--- src/pte_pkg.sv ---
// Shared types and constants of the pulse time envelope core.
// Used by the front, queue, back and top-level modules; no dependencies.
package pte_pkg;

    localparam int TIME_BITS     = 32;
    localparam int AMP_FRAC_BITS = 16;
    localparam int AMP_W         = AMP_FRAC_BITS + 1;
    localparam int DIST_W        = 37;
    localparam int DIV_STEPS     = 21;
    localparam int CFG_IDX_W     = 3;

    localparam logic [AMP_W-1:0]     AMP_ONE   = AMP_W'(1) << AMP_FRAC_BITS;
    localparam logic [TIME_BITS-1:0] TMASK     = '1;
    localparam logic [16:0]          PHASE_ONE = 17'h10000;

    // sin(pi/2 x) Taylor coefficients in Q30
    localparam logic [31:0] SC1 = 32'd1686629713;
    localparam logic [31:0] SC3 = 32'd693598668;
    localparam logic [31:0] SC5 = 32'd85569306;
    localparam logic [31:0] SC7 = 32'd5026995;
    localparam logic [31:0] SC9 = 32'd172272;

    localparam logic [31:0] INV_SQ2LN2_Q32 = 32'd3647809356;
    localparam logic [29:0] LN2_Q30        = 30'd744261118;
    localparam logic [30:0] ONE_Q30        = 31'h4000_0000;

    localparam logic [1:0] MODE_CONST = 2'd0;
    localparam logic [1:0] MODE_SINE  = 2'd1;
    localparam logic [1:0] MODE_GAUSS = 2'd2;
    localparam logic [1:0] MODE_NONE  = 2'd3;

    localparam logic [CFG_IDX_W-1:0] REG_MODE    = 3'd0;
    localparam logic [CFG_IDX_W-1:0] REG_DELAY   = 3'd1;
    localparam logic [CFG_IDX_W-1:0] REG_RISE    = 3'd2;
    localparam logic [CFG_IDX_W-1:0] REG_PLATEAU = 3'd3;
    localparam logic [CFG_IDX_W-1:0] REG_CUTOFF  = 3'd4;

    typedef enum logic [3:0] {
        CLS_ZERO  = 4'b0001,
        CLS_ONE   = 4'b0010,
        CLS_SINE  = 4'b0100,
        CLS_GAUSS = 4'b1000
    } cls_t;

    typedef struct packed {
        logic [1:0]           mode;
        logic [TIME_BITS-1:0] delay;
        logic [TIME_BITS-1:0] rise;
        logic [TIME_BITS-1:0] plateau;
        logic [3:0]           cutoff;
    } cfg_t;

    typedef struct packed {
        cls_t              cls;
        logic              fall;
        logic [DIST_W-1:0] offset;
    } item_t;

endpackage

--- src/pte_queue.sv ---
// Short request queue between the front and the back part.
// Register storage, one read address; depends on pte_pkg.
module pte_queue
    import pte_pkg::*;
(
    input  logic  clk,
    input  logic  rst_n,
    input  logic  in_valid,
    output logic  in_ready,
    input  item_t in_item,
    output logic  out_valid,
    input  logic  out_ready,
    output item_t out_item
);

    localparam int DEPTH = 4;
    localparam int PTR_W = $clog2(DEPTH);

    item_t            mem_reg [DEPTH];
    logic [PTR_W-1:0] wr_ptr_reg, rd_ptr_reg;
    logic [PTR_W:0]   count_reg;
    logic             push, pop;

    assign in_ready  = (count_reg != (PTR_W+1)'(DEPTH));
    assign out_valid = (count_reg != '0);
    assign out_item  = mem_reg[rd_ptr_reg];
    assign push      = in_valid && in_ready;
    assign pop       = out_valid && out_ready;

    always_ff @(posedge clk or negedge rst_n)
    begin
        if (!rst_n)
        begin
            wr_ptr_reg <= '0;
            rd_ptr_reg <= '0;
            count_reg  <= '0;
        end
        else
        begin
            if (push)
            begin
                wr_ptr_reg <= wr_ptr_reg + 1'b1;
            end
            if (pop)
            begin
                rd_ptr_reg <= rd_ptr_reg + 1'b1;
            end
            if (push && !pop)
            begin
                count_reg <= count_reg + 1'b1;
            end
            else if (pop && !push)
            begin
                count_reg <= count_reg - 1'b1;
            end
        end
    end

    always_ff @(posedge clk)
    begin
        if (push)
        begin
            mem_reg[wr_ptr_reg] <= in_item;
        end
    end

    a_count_bound: assert property (@(posedge clk) disable iff (!rst_n)
        count_reg <= (PTR_W+1)'(DEPTH))
        else $error("queue count above depth");

    a_push_grows: assert property (@(posedge clk) disable iff (!rst_n)
        push && !pop |=> count_reg == $past(count_reg) + 1'b1)
        else $error("queue count did not grow on push");

    a_pop_shrinks: assert property (@(posedge clk) disable iff (!rst_n)
        pop && !push |=> count_reg == $past(count_reg) - 1'b1)
        else $error("queue count did not shrink on pop");

endmodule

--- config.mk ---
export PLATFORM = sky130hd
export DESIGN_NAME = pte_queue
export DESIGN_NICKNAME = d
export VERILOG_FILES = /design/src/pte_pkg.sv /design/src/pte_queue.sv
export SDC_FILE = /design/constraint.sdc
export NUM_CORES = 1
export LEC_CHECK = 0
export ABC_AREA = 1
export BUFFER_PORTS_ARGS = -buffer_cell sky130_fd_sc_hd__buf_2
export CORE_MARGIN = 2
export CORE_UTILIZATION = 40
export CTS_BUF_LIST = sky130_fd_sc_hd__clkbuf_4 sky130_fd_sc_hd__clkbuf_8 sky130_fd_sc_hd__clkbuf_16
export CTS_CLUSTER_SIZE = 20
export DETAILED_ROUTE_END_ITERATION = 12
export PLACE_DENSITY = 0.63
export SLEW_MARGIN = 20
export SYNTH_ARGS = -nofsm -noshare
export SYNTH_HDL_FRONTEND = slang
export SYNTH_SLANG_ARGS = --single-unit
--- constraint.sdc ---
create_clock -name clk -period 3.9 [get_ports clk]
set_clock_uncertainty 0.1 [all_clocks]
set_input_delay 0.39 -clock clk [delete_from_list [all_inputs] [get_ports clk]]
set_output_delay 0.39 -clock clk [all_outputs]
set_load 0.02 [all_outputs]
* Yosys cells after proc, flatten, opt, wreduce, memory -nomap -nowiden
Memory sizes are Yosys's and may differ from the RTL's.
Cells that the tools add are included.
** Word-level totals
- Input port bits :: 46
- Bits in registers :: 7
- Bits in writable memories :: 168
- Memories kept :: 1
** Operators by class
- Reductions and logical operators :: 8
- $add $sub $neg :: 4
- Equality and inequality tests :: 1
- Multiplexer cells :: 4
** Memories
- mem_reg :: words 4, bits a word 42, read ports 1, clocked after Yosys merged registers in 0, wr ports 1, line pte_queue.sv:19 : item_t mem_reg [DEPTH];
** Operators with widths (count)
- $mux 3 :: 2
- $add 2x1->2 const B :: 2
- $logic_and 1x1->1 :: 4
- $add 3x1->3 const B :: 1
- $ne 3x3->1 const B :: 1
- $reduce_bool 3->1 :: 1
- $sub 3x1->3 const B :: 1
- $logic_not 1->1 :: 2
- $mux 1 :: 2
- $reduce_bool 2->1 :: 1

* Logic depth before layout (Yosys ltp)
- Depth in word-level cells :: 6
- Gate-level depth with buffers :: 12
- Depth with buffers taken out :: 12

* Worst setup path after synthesis
No wires, ideal clock.
- Kind :: reg-to-reg
- From :: register count_reg[0]
- To :: memory mem_reg[0][0] (netlist bit) (enable)
- Library setup time :: 0.442 ns
- Clock period less this slack :: 3.231 ns
- Stages on the path, launching flop included :: 5
- Arrival time :: 2.689 ns
- Required time :: 3.358 ns
- Setup slack :: 0.669 ns
- Path through :: dfrtp_1 inv_2 nand3_1 nand2_1 nor2_1
** On the way
- Word-level cells in the longest chain between the ends :: 4
** Ends and longest elaborated chain
- start, declared :: line pte_queue.sv:21 : logic [PTR_W:0] count_reg;
- start signal, assigned :: line pte_queue.sv:50 : count_reg <= count_reg + 1'b1;
- start signal, assigned :: line pte_queue.sv:54 : count_reg <= count_reg - 1'b1;
- $ne 3x3->1 :: line pte_queue.sv:24 : assign in_ready = (count_reg != (PTR_W+1)'(DEPTH));
- via in_ready :: line pte_queue.sv:9 : output logic in_ready,
- $logic_and 1x1->1 :: line pte_queue.sv:27 : assign push = in_valid && in_ready;
- $mux 1 :: line pte_queue.sv:61 : if (push)
- $mux 1 (not written as such) :: line pte_queue.sv:63 : mem_reg[wr_ptr_reg] <= in_item;
- end, declared :: line pte_queue.sv:19
The timed path passes the listed nets, and every way through them passes these cells.

==> run metrics <==
GRT Overall Usage=0.152; sequential share of the synthesized area=0.715; Worst IR Drop VDD=654 uV; vias after detailed routing=4222; synthesized cell area=0.00730 mm^2; hold worst-path end=mem_reg[0][33]; commonest non-fill, non-tap cell in the layout=edfxtp_1; core box area=0.0179 mm^2; status=complete, no violations; Combinational Power Share=0.375; chip width=139 um; Compound-Gate Fraction of Synth Area=0.110; commonest cells after routing, fill and taps aside=168 x edfxtp_1, 143 x nand2_1, 97 x inv_1, 89 x buf_2, 51 x o211ai_1; post-route clock period utilization=0.723; Iteration-0 DRC Markers=268; CP startpoint=rd_ptr_reg[0]; switching pwr=2550 uW; main combinational cell family by area after synthesis=compound AO/OA/AOI/OAI gates; H-tree Lvls=4; Post-Synth Adder-Cell Area=0.0113; Sequential Power Share=0.390; Internal Dissipation=4100 uW; Hold Path Cell Cnt=1; vias in the first global route=4408; vias per inst=4.79; number of flip-flops in the largest register=168; CP Data Required Time=3.41 ns; Rel. slew slack=0.329; pin count of the biggest net entering global routing=110; final setup fails=0; clock share of power=0.235; number of I/O pins=90; full die area=0.0193 mm^2; clock buffer count from CTS=17; DR WL/cell=16.0 um; area grow syn2layout=16.0%; clock root cell=clkbuf_16; syn_nets=601; WP depth=6; class of the most critical setup path=reg -> out; critical-path maximum fanout=109; port bufs=89; Simple-Gate Fraction of Synth Area=0.0813; Max Freq=355 MHz; max-slew violations=0; initial antenna violation count=2; Post-CTS Resized=0; final estimated routing congestion in global placement=0.716; TritonCTS clock tree=done; clk buf depth=2; slowest stage cell, crit path=inv_6; max incr delay on CP=0.58 ns; critical path arrival=2.33 ns; post-synth cell types=18; Final Hold Viols=0; worst-margin pin slew=1.01 ns; Starting Density=0.408; hold buffers post-CTS=1; RSZ-0062 raised after global routing=false; total gr overflow=0; Max-Cap Viols=0; NumNets Final=691; Power Total=6650 uW; setup TNS=0 ns; post-synthesis xor/xnor area fraction=0.00120; first-pass GRT wire length=22600 um; Pleak=0.00347 uW; Worst Setup End Kind=primary output; DP HPWL=8820 um; Synth Register Bits=175; Yosys warning count=0; Worst R2R Setup Slack=1.39 ns; DIE HEIGHT=139 um; Post-Synthesis Cells=549; hold_sp=in_item[33]; CP most frequent cell=nand2_1; critical path launch point type=flop; Post-DRT Antenna Nets=0; Worst-Skew Late Latency=0.42 ns; Cell Count, Final, Fillers Out=881; multiplexer area fraction after synthesis=0; CTS clk-pin slew, worst paths=0.07 ns; Setup Buffers After CTS=0; Placed Cells=848; critical path, cell by cell=inv_6 -> buf_4 -> nand2_1 -> o211ai_1 -> nand2_1 -> buf_2; CP Buf/Inv Count=3; floorplan row count=49; Hold Crit Class=in -> reg; fillers=1589; Reg-to-Reg End=mem_reg[2][29]; syn_area_per_cell=13.3 um^2; P per Cell Area=785 mW/mm^2; drt pass-1 iters=4; R2R Path Start=count_reg[0]; share of layout cells above drive strength 1=0.253; FF-to-FF path depth=5; final wirelength=14100 um; sw frac=0.384; CTS Sinks=175; minimum clock period after layout=2.82 ns; # DRC=0; top cell family by delay on the critical path=buffers and inverters
power groups by stage:
stage / clock network (uW) / registers, uW / logic [uW]
final: 1560 / 2600 / 2490
after detailed placement: 0 / 2640 / 2550
after global placement: 0 / 2620 / 2480
after floorplan: 0 / 2620 / 1870
after CTS: 1600 / 2600 / 2560
after global routing: 1680 / 2630 / 2770
worst max path at each step:
stage / to / slack [ns]
after floorplan: mem_reg[0][0] / 0.67
final: out_item[17] / 1.08
after global placement: mem_reg[3][31] / 1.40
after detailed placement: mem_reg[3][34] / 1.33
after CTS: out_item[17] / 1.03
after global routing: out_item[17] / 0.85
cell usage after synthesis:
cell type  count  share of area
buf_2          8         0.0055
buf_4          2         0.0021
buf_6         13          0.020
clkbuf_1       4         0.0021
dfrtp_1        7          0.024
edfxtp_1     168           0.69
fa_1           1         0.0027
ha_1           5         0.0086
inv_1         97          0.050
inv_2          3         0.0015
nand2_1      143          0.074
nand3_1        7         0.0048
nand4_1        1        0.00086
nor2_1         4         0.0021
o211ai_1      51          0.052
o211ai_2      33          0.057
o21ai_0        1        0.00069
xnor2_1        1         0.0012
per-stage QoR:
step | setup slack, ns | area (um^2) | utilization | hold WS, ns
finish | 1.08 | 8470 | 0.473 | 0.0822
global route | 0.852 | 8460 | 0.473 | 0.0615
CTS | 1.03 | 8460 | 0.473 | 0.0648
detailed placement | 1.33 | 7910 | 0.442 | 0.145
global placement | 1.40 | 7910 | 0.442 | 0.129
floorplan | 0.669 | 7300 | - | -0.00559
cells by family after synthesis:
group / count (synthesis)
adder cells (fa/ha/maj): 6
buffers and inverters: 127
AND/OR/NAND/NOR: 155
AO/OA/AOI/OAI: 85
flip-flops: 175
XOR/XNOR: 1
layer usage:
metal  track usage  wire [um]  share of wire  up-vias
met1         0.180       5950           0.42     2027
met5             0          0              0        -
li1              -          -              -     2078
met4        0.0388        100         0.0071        0
met2         0.270       7280           0.52      108
met3        0.0470        731          0.052        9
area by class of cell:
| type | count | area (um^2) | share of cell area |
|---|---|---|---|
| clock inverter | 13 | 113 | 0.0133 |
| sequential | 175 | 5220 | 0.617 |
| multi-input combinational | 247 | 1520 | 0.179 |
| clock buffer | 18 | 433 | 0.0511 |
| timing repair buffer | 98 | 515 | 0.0609 |
| inverter | 100 | 380 | 0.0449 |
| tap | 229 | 287 | 0.0338 |
| antenna | 1 | 2.50 | 0.000296 |
Power figures use the tool's default switching activity.
