<file path="config.mk">
export PLATFORM = sky130hd
export DESIGN_NAME = pte_front
export DESIGN_NICKNAME = d
export VERILOG_FILES = /design/src/pte_pkg.sv /design/src/pte_front.sv
export SDC_FILE = /design/constraint.sdc
export NUM_CORES = 2
export LEC_CHECK = 0
export BUFFER_PORTS_ARGS = -buffer_cell sky130_fd_sc_hd__buf_2
export CORE_ASPECT_RATIO = 1.5
export CORE_MARGIN = 8
export CORE_UTILIZATION = 30
export DETAILED_ROUTE_END_ITERATION = 12
export PLACE_DENSITY = 0.47
export SLEW_MARGIN = 0
export SYNTH_ARGS = -nofsm -noshare
export SYNTH_HDL_FRONTEND = slang
export SYNTH_SLANG_ARGS = --single-unit
</file>
<file path="constraint.sdc">
create_clock -name clk -period 19.4 [get_ports clk]
set_input_delay 1.94 -clock clk [delete_from_list [all_inputs] [get_ports clk]]
set_output_delay 1.94 -clock clk [all_outputs]
set_load 0.005 [all_outputs]
</file>
<file path="src/pte_pkg.sv">
// Shared types and constants of the pulse time envelope core.
// Used by the front, queue, back and top-level modules; no dependencies.
package pte_pkg;

    localparam int TIME_BITS     = 32;
    localparam int AMP_FRAC_BITS = 16;
    localparam int AMP_W         = AMP_FRAC_BITS + 1;
    localparam int DIST_W        = 37;
    localparam int DIV_STEPS     = 21;
    localparam int CFG_IDX_W     = 3;

    localparam logic [AMP_W-1:0]     AMP_ONE   = AMP_W'(1) << AMP_FRAC_BITS;
    localparam logic [TIME_BITS-1:0] TMASK     = '1;
    localparam logic [16:0]          PHASE_ONE = 17'h10000;

    // sin(pi/2 x) Taylor coefficients in Q30
    localparam logic [31:0] SC1 = 32'd1686629713;
    localparam logic [31:0] SC3 = 32'd693598668;
    localparam logic [31:0] SC5 = 32'd85569306;
    localparam logic [31:0] SC7 = 32'd5026995;
    localparam logic [31:0] SC9 = 32'd172272;

    localparam logic [31:0] INV_SQ2LN2_Q32 = 32'd3647809356;
    localparam logic [29:0] LN2_Q30        = 30'd744261118;
    localparam logic [30:0] ONE_Q30        = 31'h4000_0000;

    localparam logic [1:0] MODE_CONST = 2'd0;
    localparam logic [1:0] MODE_SINE  = 2'd1;
    localparam logic [1:0] MODE_GAUSS = 2'd2;
    localparam logic [1:0] MODE_NONE  = 2'd3;

    localparam logic [CFG_IDX_W-1:0] REG_MODE    = 3'd0;
    localparam logic [CFG_IDX_W-1:0] REG_DELAY   = 3'd1;
    localparam logic [CFG_IDX_W-1:0] REG_RISE    = 3'd2;
    localparam logic [CFG_IDX_W-1:0] REG_PLATEAU = 3'd3;
    localparam logic [CFG_IDX_W-1:0] REG_CUTOFF  = 3'd4;

    typedef enum logic [3:0] {
        CLS_ZERO  = 4'b0001,
        CLS_ONE   = 4'b0010,
        CLS_SINE  = 4'b0100,
        CLS_GAUSS = 4'b1000
    } cls_t;

    typedef struct packed {
        logic [1:0]           mode;
        logic [TIME_BITS-1:0] delay;
        logic [TIME_BITS-1:0] rise;
        logic [TIME_BITS-1:0] plateau;
        logic [3:0]           cutoff;
    } cfg_t;

    typedef struct packed {
        cls_t              cls;
        logic              fall;
        logic [DIST_W-1:0] offset;
    } item_t;

endpackage

</file>
<file path="src/pte_front.sv">
// Front part: accepts time values, builds the window bounds and classifies
// each request into a segment kind and a distance. Depends on pte_pkg.
module pte_front
    import pte_pkg::*;
(
    input  logic                 clk,
    input  logic                 rst_n,
    input  cfg_t                 cfg,
    input  logic                 in_valid,
    output logic                 in_ready,
    input  logic [TIME_BITS-1:0] in_time,
    output logic                 out_valid,
    input  logic                 out_ready,
    output item_t                out_item
);

    localparam int NST = 8;

    function automatic logic [TIME_BITS-1:0] sat_add(input logic [TIME_BITS-1:0] a,
                                                     input logic [DIST_W-1:0] b);
        logic [DIST_W:0] s;
        s = (DIST_W+1)'(a) + (DIST_W+1)'(b);
        return (s > (DIST_W+1)'(TMASK)) ? TMASK : s[TIME_BITS-1:0];
    endfunction

    logic               vb_reg [NST];
    logic               adv;

    logic [TIME_BITS-1:0] t1_reg, t2_reg, t3_reg, t4_reg, t5_reg, t6_reg, t7_reg;
    logic [35:0]          cr2_reg;
    logic [63:0]          lo3_reg;
    logic [3:0]           ah3_reg;
    logic [DIST_W-1:0]    lt4_reg;
    logic [TIME_BITS-1:0] b1_5_reg, b1_6_reg, b1_7_reg, b2_6_reg, b2_7_reg, b3_7_reg;
    logic [DIST_W-1:0]    dl5_reg, dl6_reg, dl7_reg, len5_reg, len6_reg;
    item_t                item_reg;

    logic [DIST_W-1:0]    len_next;
    logic [DIST_W-1:0]    lt_next;
    item_t                item_next;

    assign adv       = !vb_reg[NST-1] || out_ready;
    assign in_ready  = adv;
    assign out_valid = vb_reg[NST-1];
    assign out_item  = item_reg;

    assign lt_next  = DIST_W'(ah3_reg) * DIST_W'(INV_SQ2LN2_Q32)
                    + DIST_W'((65'(lo3_reg) + 65'h0_8000_0000) >> 32);
    assign len_next = (cfg.mode == MODE_GAUSS) ? lt4_reg : DIST_W'(cfg.rise);

    always_comb
    begin
        item_next.cls    = CLS_ZERO;
        item_next.fall   = 1'b0;
        item_next.offset = '0;
        unique case (cfg.mode) inside
            MODE_CONST:
            begin
                if (t7_reg > cfg.delay && t7_reg <= b1_7_reg)
                begin
                    item_next.cls = CLS_ONE;
                end
            end
            MODE_SINE, MODE_GAUSS:
            begin
                if (t7_reg <= cfg.delay)
                begin
                    item_next.cls = CLS_ZERO;
                end
                else if (t7_reg <= b1_7_reg)
                begin
                    item_next.cls    = (cfg.mode == MODE_SINE) ? CLS_SINE : CLS_GAUSS;
                    item_next.offset = (cfg.mode == MODE_SINE)
                                     ? DIST_W'(t7_reg - cfg.delay)
                                     : dl7_reg - DIST_W'(t7_reg);
                end
                else if (t7_reg <= b2_7_reg)
                begin
                    item_next.cls = CLS_ONE;
                end
                else if (t7_reg <= b3_7_reg)
                begin
                    item_next.cls    = (cfg.mode == MODE_SINE) ? CLS_SINE : CLS_GAUSS;
                    item_next.fall   = 1'b1;
                    item_next.offset = DIST_W'(t7_reg - b2_7_reg);
                end
            end
            default:
            begin
                item_next.cls = CLS_ZERO;
            end
        endcase
    end

    always_ff @(posedge clk or negedge rst_n)
    begin
        if (!rst_n)
        begin
            for (int i = 0; i < NST; i++)
            begin
                vb_reg[i] <= 1'b0;
            end
        end
        else if (adv)
        begin
            vb_reg[0] <= in_valid;
            for (int i = 1; i < NST; i++)
            begin
                vb_reg[i] <= vb_reg[i-1];
            end
        end
    end

    always_ff @(posedge clk)
    begin
        if (adv)
        begin
            t1_reg   <= in_time;
            t2_reg   <= t1_reg;
            cr2_reg  <= 36'(cfg.cutoff) * 36'(cfg.rise);
            t3_reg   <= t2_reg;
            lo3_reg  <= 64'(cr2_reg[31:0]) * 64'(INV_SQ2LN2_Q32);
            ah3_reg  <= cr2_reg[35:32];
            t4_reg   <= t3_reg;
            lt4_reg  <= lt_next;
            t5_reg   <= t4_reg;
            b1_5_reg <= sat_add(cfg.delay, len_next);
            dl5_reg  <= DIST_W'(cfg.delay) + lt4_reg;
            len5_reg <= len_next;
            t6_reg   <= t5_reg;
            b1_6_reg <= b1_5_reg;
            b2_6_reg <= sat_add(b1_5_reg, DIST_W'(cfg.plateau));
            dl6_reg  <= dl5_reg;
            len6_reg <= len5_reg;
            t7_reg   <= t6_reg;
            b1_7_reg <= b1_6_reg;
            b2_7_reg <= b2_6_reg;
            b3_7_reg <= sat_add(b2_6_reg, len6_reg);
            dl7_reg  <= dl6_reg;
            item_reg <= item_next;
        end
    end

endmodule

</file>
After elaboration in Yosys (flattened, before gate mapping)
Cells that the tools add are included.
- register bits: 790
- latch bits: 0
- bits in writable memories: 0
- bits in read-only memories: 0
- memories kept: 0
- $add $sub $neg: 9
- $mul: 3
- div/mod/pow operators: 0
- $lt $le $gt $ge: 8
- equal/unequal tests: 2
- shift operators: 0
- multiplexer cells: 11
- bitwise gates (word level): 1
- reduce and logical (&&, ||, !) cells: 7
- operator list (operator ; count):
    2-to-1 mux 37 bit ; 4
    less-or-equal comparator 32 bit ; 4
    adder 32 x 37 -> 38 bit ; 2
    greater-than comparator 38 x 32 -> 1 bit (second input constant) ; 2
    subtractor 32 x 32 -> 33 bit ; 2
    adder 64 x 32 -> 65 bit (second input constant) ; 1
    multiplier 32 x 30 -> 62 bit (second input constant) ; 1
    2-to-1 mux 42 bit ; 1
    adder 32 x 37 -> 37 bit ; 1
    adder 36 x 33 -> 37 bit ; 1
    subtractor 37 x 32 -> 37 bit ; 1
    multiplier 4 x 32 -> 36 bit ; 1
    multiplier 4 x 30 -> 34 bit (second input constant) ; 1
    adder 32 x 32 -> 33 bit ; 1
    greater-than comparator 33 x 32 -> 1 bit (second input constant) ; 1
    greater-than comparator 32 bit ; 1
    2-to-1 mux 4 bit ; 4
    case mux 4 bit (2 select lines) ; 1
    OR reduction 2 bit ; 2
    OR reduction 4 bit ; 1
    equality test 2 x 1 -> 1 bit (second input constant) ; 1
    equality test 2 bit (second input constant) ; 1
    logical NOT 2 bit ; 1
    2-to-1 mux 2 bit ; 1
    other kinds (4) ; 4

Longest topological paths before layout
- depth after elaboration: 7
- mapped depth: 26
- mapped depth without buffers: 25

Least setup slack after synthesis
OpenSTA, ideal clock, no wires.
- path type: in2out
- start point: in out_ready
- end point: out in_ready
- arrival time: 16644 ps
- data required time: 17460 ps
- slack: 816 ps
- stages on the path: 3
- path buffers: 1
- cells stage by stage: nor2b_1 -> clkbuf_1 -> inv_1
- longest elaborated chain between the ends: 1
- RTL lines (what ; RTL line ; RTL):
    from (decl) ; pte_front.sv:13 ; input logic out_ready,
    logical OR 1 bit ; pte_front.sv:42 ; assign adv = !vb_reg[NST-1] || out_ready;
    to (decl) ; pte_front.sv:10 ; output logic in_ready,
No other way between the ends.

Worst setup path after layout
- start point: reg cr2_reg[2]
- end point: reg lo3_reg[63] (data pin)
- longest elaborated chain between the ends: 1
- RTL lines (what ; RTL line ; RTL):
    from (decl) ; pte_front.sv:30 ; logic [35:0] cr2_reg;
    from (signal assigned) ; pte_front.sv:120 ; cr2_reg <= 36'(cfg.cutoff) * 36'(cfg.rise);
    multiplier 32 x 30 -> 62 bit ; pte_front.sv:122 ; lo3_reg <= 64'(cr2_reg[31:0]) * 64'(INV_SQ2LN2_Q32);
    to (signal assigned) ; pte_front.sv:122 ;
    to (decl) ; pte_front.sv:31 ; logic [63:0] lo3_reg;
No other way between the ends.
A chain may end at the register's enable or synchronous reset.

==> impl_metrics.prom <==
# TYPE chip_impl_metric gauge
chip_impl_info{name="outcome",value="finished clean"} 1
chip_impl_metric{name="num_rows",unit=""} 203
chip_impl_metric{name="async_reset_ff_frac",unit=""} 0.0105
chip_impl_info{name="holdCritPathClass",value="flop to flop"} 1
chip_impl_metric{name="dpl.hpwl",unit="um"} 174000
chip_impl_metric{name="timing.clock.skew",unit="ns"} 0.0480
chip_impl_metric{name="syn-num-nets",unit=""} 6889
chip_impl_info{name="worstSetupEndpointType",value="flop"} 1
chip_impl_metric{name="synth-seq-area-share",unit=""} 0.372
chip_impl_metric{name="grt_first_pass_wirelength",unit="um"} 290000
chip_impl_info{name="worst_setup_path_start_kind",value="flop"} 1
chip_impl_info{name="ys.flop_type",value="sky130_fd_sc_hd__edfxtp_1"} 1
chip_impl_info{name="cts_tree",value="built"} 1
chip_impl_metric{name="post_synth_instance_area",unit="um2"} 61400
chip_impl_metric{name="dr.first_iter.drc_count",unit=""} 1958
chip_impl_metric{name="area_growth_from_synthesis_to_final_layout",unit="%"} 11.4
chip_impl_metric{name="fin_tns_setup",unit="ns"} 0
chip_impl_metric{name="layout-drive-gt1-share",unit=""} 0.0765
chip_impl_metric{name="required",unit="ns"} 19.81
chip_impl_metric{name="critPathArrivalTime",unit="ns"} 8.53
chip_impl_metric{name="slew_viol_final",unit=""} 0
chip_impl_metric{name="drt-wirelength-per-cell",unit="um"} 23.8
chip_impl_metric{name="clk_path_buf_depth",unit=""} 3
chip_impl_metric{name="initial_core_util",unit=""} 0.301
chip_impl_metric{name="fp.coreArea",unit="um2"} 204000
chip_impl_info{name="mostFrequentLayoutCells",value="846 x sky130_fd_sc_hd__inv_1, 767 x sky130_fd_sc_hd__ha_1, 753 x sky130_fd_sc_hd__edfxtp_1"} 1
chip_impl_metric{name="post_cts.resized_instances",unit=""} 0
chip_impl_metric{name="period_needed",unit="ns"} 8.12
chip_impl_metric{name="die_w",unit="um"} 385
chip_impl_metric{name="max-slew-margin-rel",unit=""} 0.236
chip_impl_metric{name="num-fill-cells",unit=""} 20500
chip_impl_metric{name="postCtsSetupRepairBufs",unit=""} 0
chip_impl_metric{name="path_max_fanout",unit=""} 11
chip_impl_metric{name="vias",unit=""} 41200
chip_impl_metric{name="dieHeight",unit="um"} 570
chip_impl_metric{name="synth_enable_flop_cells",unit=""} 753
chip_impl_metric{name="clkSinkCount",unit=""} 761
chip_impl_metric{name="synthesis.area_per_instance",unit="um2"} 11.1
chip_impl_metric{name="finish.net_count",unit=""} 7107
chip_impl_metric{name="period_share",unit=""} 0.418
chip_impl_metric{name="max_cap_violations",unit=""} 0
chip_impl_metric{name="post_synth_inst_count",unit=""} 5532
chip_impl_metric{name="tightestPinTransition",unit="ns"} 1.14
chip_impl_metric{name="grt_antenna_before_repair",unit=""} 25
chip_impl_metric{name="globalRouteOverflowTotal",unit=""} 0
chip_impl_metric{name="drc_errors",unit=""} 0
chip_impl_metric{name="timing.final.setup_violations",unit=""} 0
chip_impl_metric{name="drt.antenna.violating_nets",unit=""} 0
chip_impl_metric{name="number_of_global_route_vias_before_repair",unit=""} 44300
chip_impl_info{name="timing_worst_setup_path_type",value="flop to flop"} 1
chip_impl_metric{name="path_clk_slew",unit="ns"} 0.06
chip_impl_metric{name="timing.fmax",unit="GHz"} 0.123
chip_impl_metric{name="cts_made_buffers",unit=""} 86
chip_impl_metric{name="gr-usage-all-layers",unit=""} 0.181
chip_impl_metric{name="top_level_ports",unit=""} 182
chip_impl_metric{name="h_tree_level_count",unit=""} 3
chip_impl_metric{name="numPortBuffers",unit=""} 181
chip_impl_metric{name="source_to_sink_clock_delay_at_the_later_pin_of_the_worst_skew_pair",unit="ns"} 0.71
chip_impl_metric{name="ctsHoldBuffers",unit=""} 0
chip_impl_metric{name="synth.yosys.warnings",unit=""} 0
chip_impl_info{name="rsz0062_at_grt",value="no"} 1
chip_impl_metric{name="max_ffs_per_register",unit=""} 42
chip_impl_metric{name="finalWirelength",unit="um"} 202000
chip_impl_metric{name="viasPerCell",unit=""} 4.85
chip_impl_metric{name="gp_routability_congestion",unit=""} 0.964
chip_impl_info{name="commonest_non_fill_non_tap_cell_in_the_layout",value="sky130_fd_sc_hd__inv_1"} 1
chip_impl_metric{name="finalHoldViolCount",unit=""} 0
chip_impl_metric{name="die-area",unit="um2"} 220000
chip_impl_info{name="ctsRootBufferMaster",value="sky130_fd_sc_hd__clkbuf_16"} 1
chip_impl_metric{name="synth.lib_cells_used.distinct",unit=""} 102
chip_impl_metric{name="pin_count_of_the_biggest_net_entering_global_routing",unit=""} 108
chip_impl_metric{name="synth-seq-cells",unit=""} 761
chip_impl_metric{name="drt-pass1-iter-count",unit=""} 5
-- per-layer routing --
layer | part of all wire | track usage | up-vias
li1 | - | - | 19800
met1 | 0.35 | 0.179 | 20300
met2 | 0.55 | 0.357 | 814
met3 | 0.035 | 0.0234 | 317
met4 | 0.069 | 0.100 | 10
met5 | 0.00031 | 0 | -
-- worst max-delay path, stage by stage (launching register included) --
cell and delay [ns]:
sky130_fd_sc_hd__edfxtp_1 0.79, sky130_fd_sc_hd__ha_1 0.38, sky130_fd_sc_hd__xor2_1 0.18, sky130_fd_sc_hd__ha_1 0.20, sky130_fd_sc_hd__or2_2 0.31, sky130_fd_sc_hd__inv_1 0.08, sky130_fd_sc_hd__fa_1 0.49, sky130_fd_sc_hd__fa_1 0.61
sky130_fd_sc_hd__fa_1 0.48, sky130_fd_sc_hd__fa_1 0.54, sky130_fd_sc_hd__fa_1 0.56, sky130_fd_sc_hd__inv_1 0.08, sky130_fd_sc_hd__fa_1 0.50, sky130_fd_sc_hd__ha_1 0.40, sky130_fd_sc_hd__and3_1 0.22, sky130_fd_sc_hd__a22oi_1 0.24
sky130_fd_sc_hd__nand3_1 0.14, sky130_fd_sc_hd__nand3b_1 0.12, sky130_fd_sc_hd__a21oi_1 0.09, sky130_fd_sc_hd__a211o_2 0.35, sky130_fd_sc_hd__o41a_4 0.52, sky130_fd_sc_hd__a211o_2 0.34, sky130_fd_sc_hd__a21oi_2 0.15, sky130_fd_sc_hd__xnor2_1 0.08
-- final timing paths --
path / cells after the start / startpoint / end / slack, ns
worst max-delay path: 23 / cr2_reg[2]$_DFFE_PP_ / lo3_reg[63]$_DFFE_PP_ / 11.28
worst min-delay path: 0 / t2_reg[14]$_DFFE_PP_ / t3_reg[14]$_DFFE_PP_ / 0.38
worst max register to register: 23 / cr2_reg[2]$_DFFE_PP_ / lo3_reg[63]$_DFFE_PP_ / 11.28
worst min register to register: 0 / t2_reg[14]$_DFFE_PP_ / t3_reg[14]$_DFFE_PP_ / 0.38
max in group asynchronous: 1 / rst_n / vb_reg[2]$_DFFE_PN0P_ / 18.14
min in group asynchronous: 1 / rst_n / out_valid$_DFFE_PN0P_ / 1.10
-- Yosys cell counts, drive strengths merged, types with 8 or more instances --
cell,n,share of area
mux2i,10,0.0016
a211oi,36,0.0046
a21oi,332,0.027
fa,451,0.15
a211o,9,0.0013
inv,847,0.052
a31oi,31,0.0033
and3,44,0.0045
nand2b,81,0.0083
xnor2,237,0.034
clkbuf,57,0.0035
o41ai,10,0.0017
o2111ai,9,0.0013
or2,19,0.0019
a21boi,17,0.0021
ha,768,0.16
and2,72,0.0074
nor2b,39,0.0040
nor4,11,0.0011
dfrtp,8,0.0033
or3,14,0.0014
o21bai,47,0.0057
buf,17,0.0015
xor2,136,0.019
edfxtp,753,0.37
nor2,210,0.013
o22ai,17,0.0017
o31ai,18,0.0023
a21o,188,0.023
o21a,54,0.0066
nand4,46,0.0047
o21ai,208,0.017
o211ai,35,0.0043
mux2,39,0.0072
nand3,83,0.0068
nor3,59,0.0048
nand2,365,0.022
a31o,13,0.0019
and4,14,0.0020
a221oi,11,0.0017
a2111oi,10,0.0019
o31a,8,0.0011
-- per-stage QoR --
stage | std cells | hold slack (ns) | utilization | setup slack (ns) | instance area (um2)
3_5_place_dp | 8327 | 0.405 | 0.322 | 11.27 | 65500
3_3_place_gp | 8327 | 0.402 | 0.322 | 11.22 | 65500
4_1_cts | 8484 | 0.383 | 0.335 | 11.25 | 68300
6_report | 8498 | 0.376 | 0.336 | 11.28 | 68400
2_1_floorplan | 5532 | 0.400 | - | 0.816 | 61400
5_1_grt | 8486 | 0.398 | 0.335 | 10.98 | 68300
-- logic make-up (layout without fill, tap and decap cells) --
family                     after synthesis  in the layout  synth area share
adders and majority gates             1219           1219             0.304
AOI/OAI and AO/OA                     1125           1125             0.120
and+or+nand+nor                       1084           1084            0.0857
buffers and inverters                  921           1208            0.0568
DFF                                    761            761             0.372
xor gates and xnor gates               373            373            0.0532
muxes                                   49             49           0.00878
other                                    0             14                 0
-- cell type report --
| class | count | area, um2 | area share |
|---|---|---|---|
| multi-input combinational | 3850 | 35100 | 0.514 |
| tap | 2665 | 3330 | 0.0488 |
| clock inverter | 56 | 591 | 0.00864 |
| inverter | 847 | 3190 | 0.0466 |
| timing repair buffer | 204 | 1080 | 0.0158 |
| sequential | 761 | 22800 | 0.334 |
| clock buffer | 101 | 2210 | 0.0323 |
| antenna | 14 | 35.0 | 0.000512 |
Power is not shown: default switching activity piles up to over one toggle a cycle in this logic, so the estimate is an artifact.
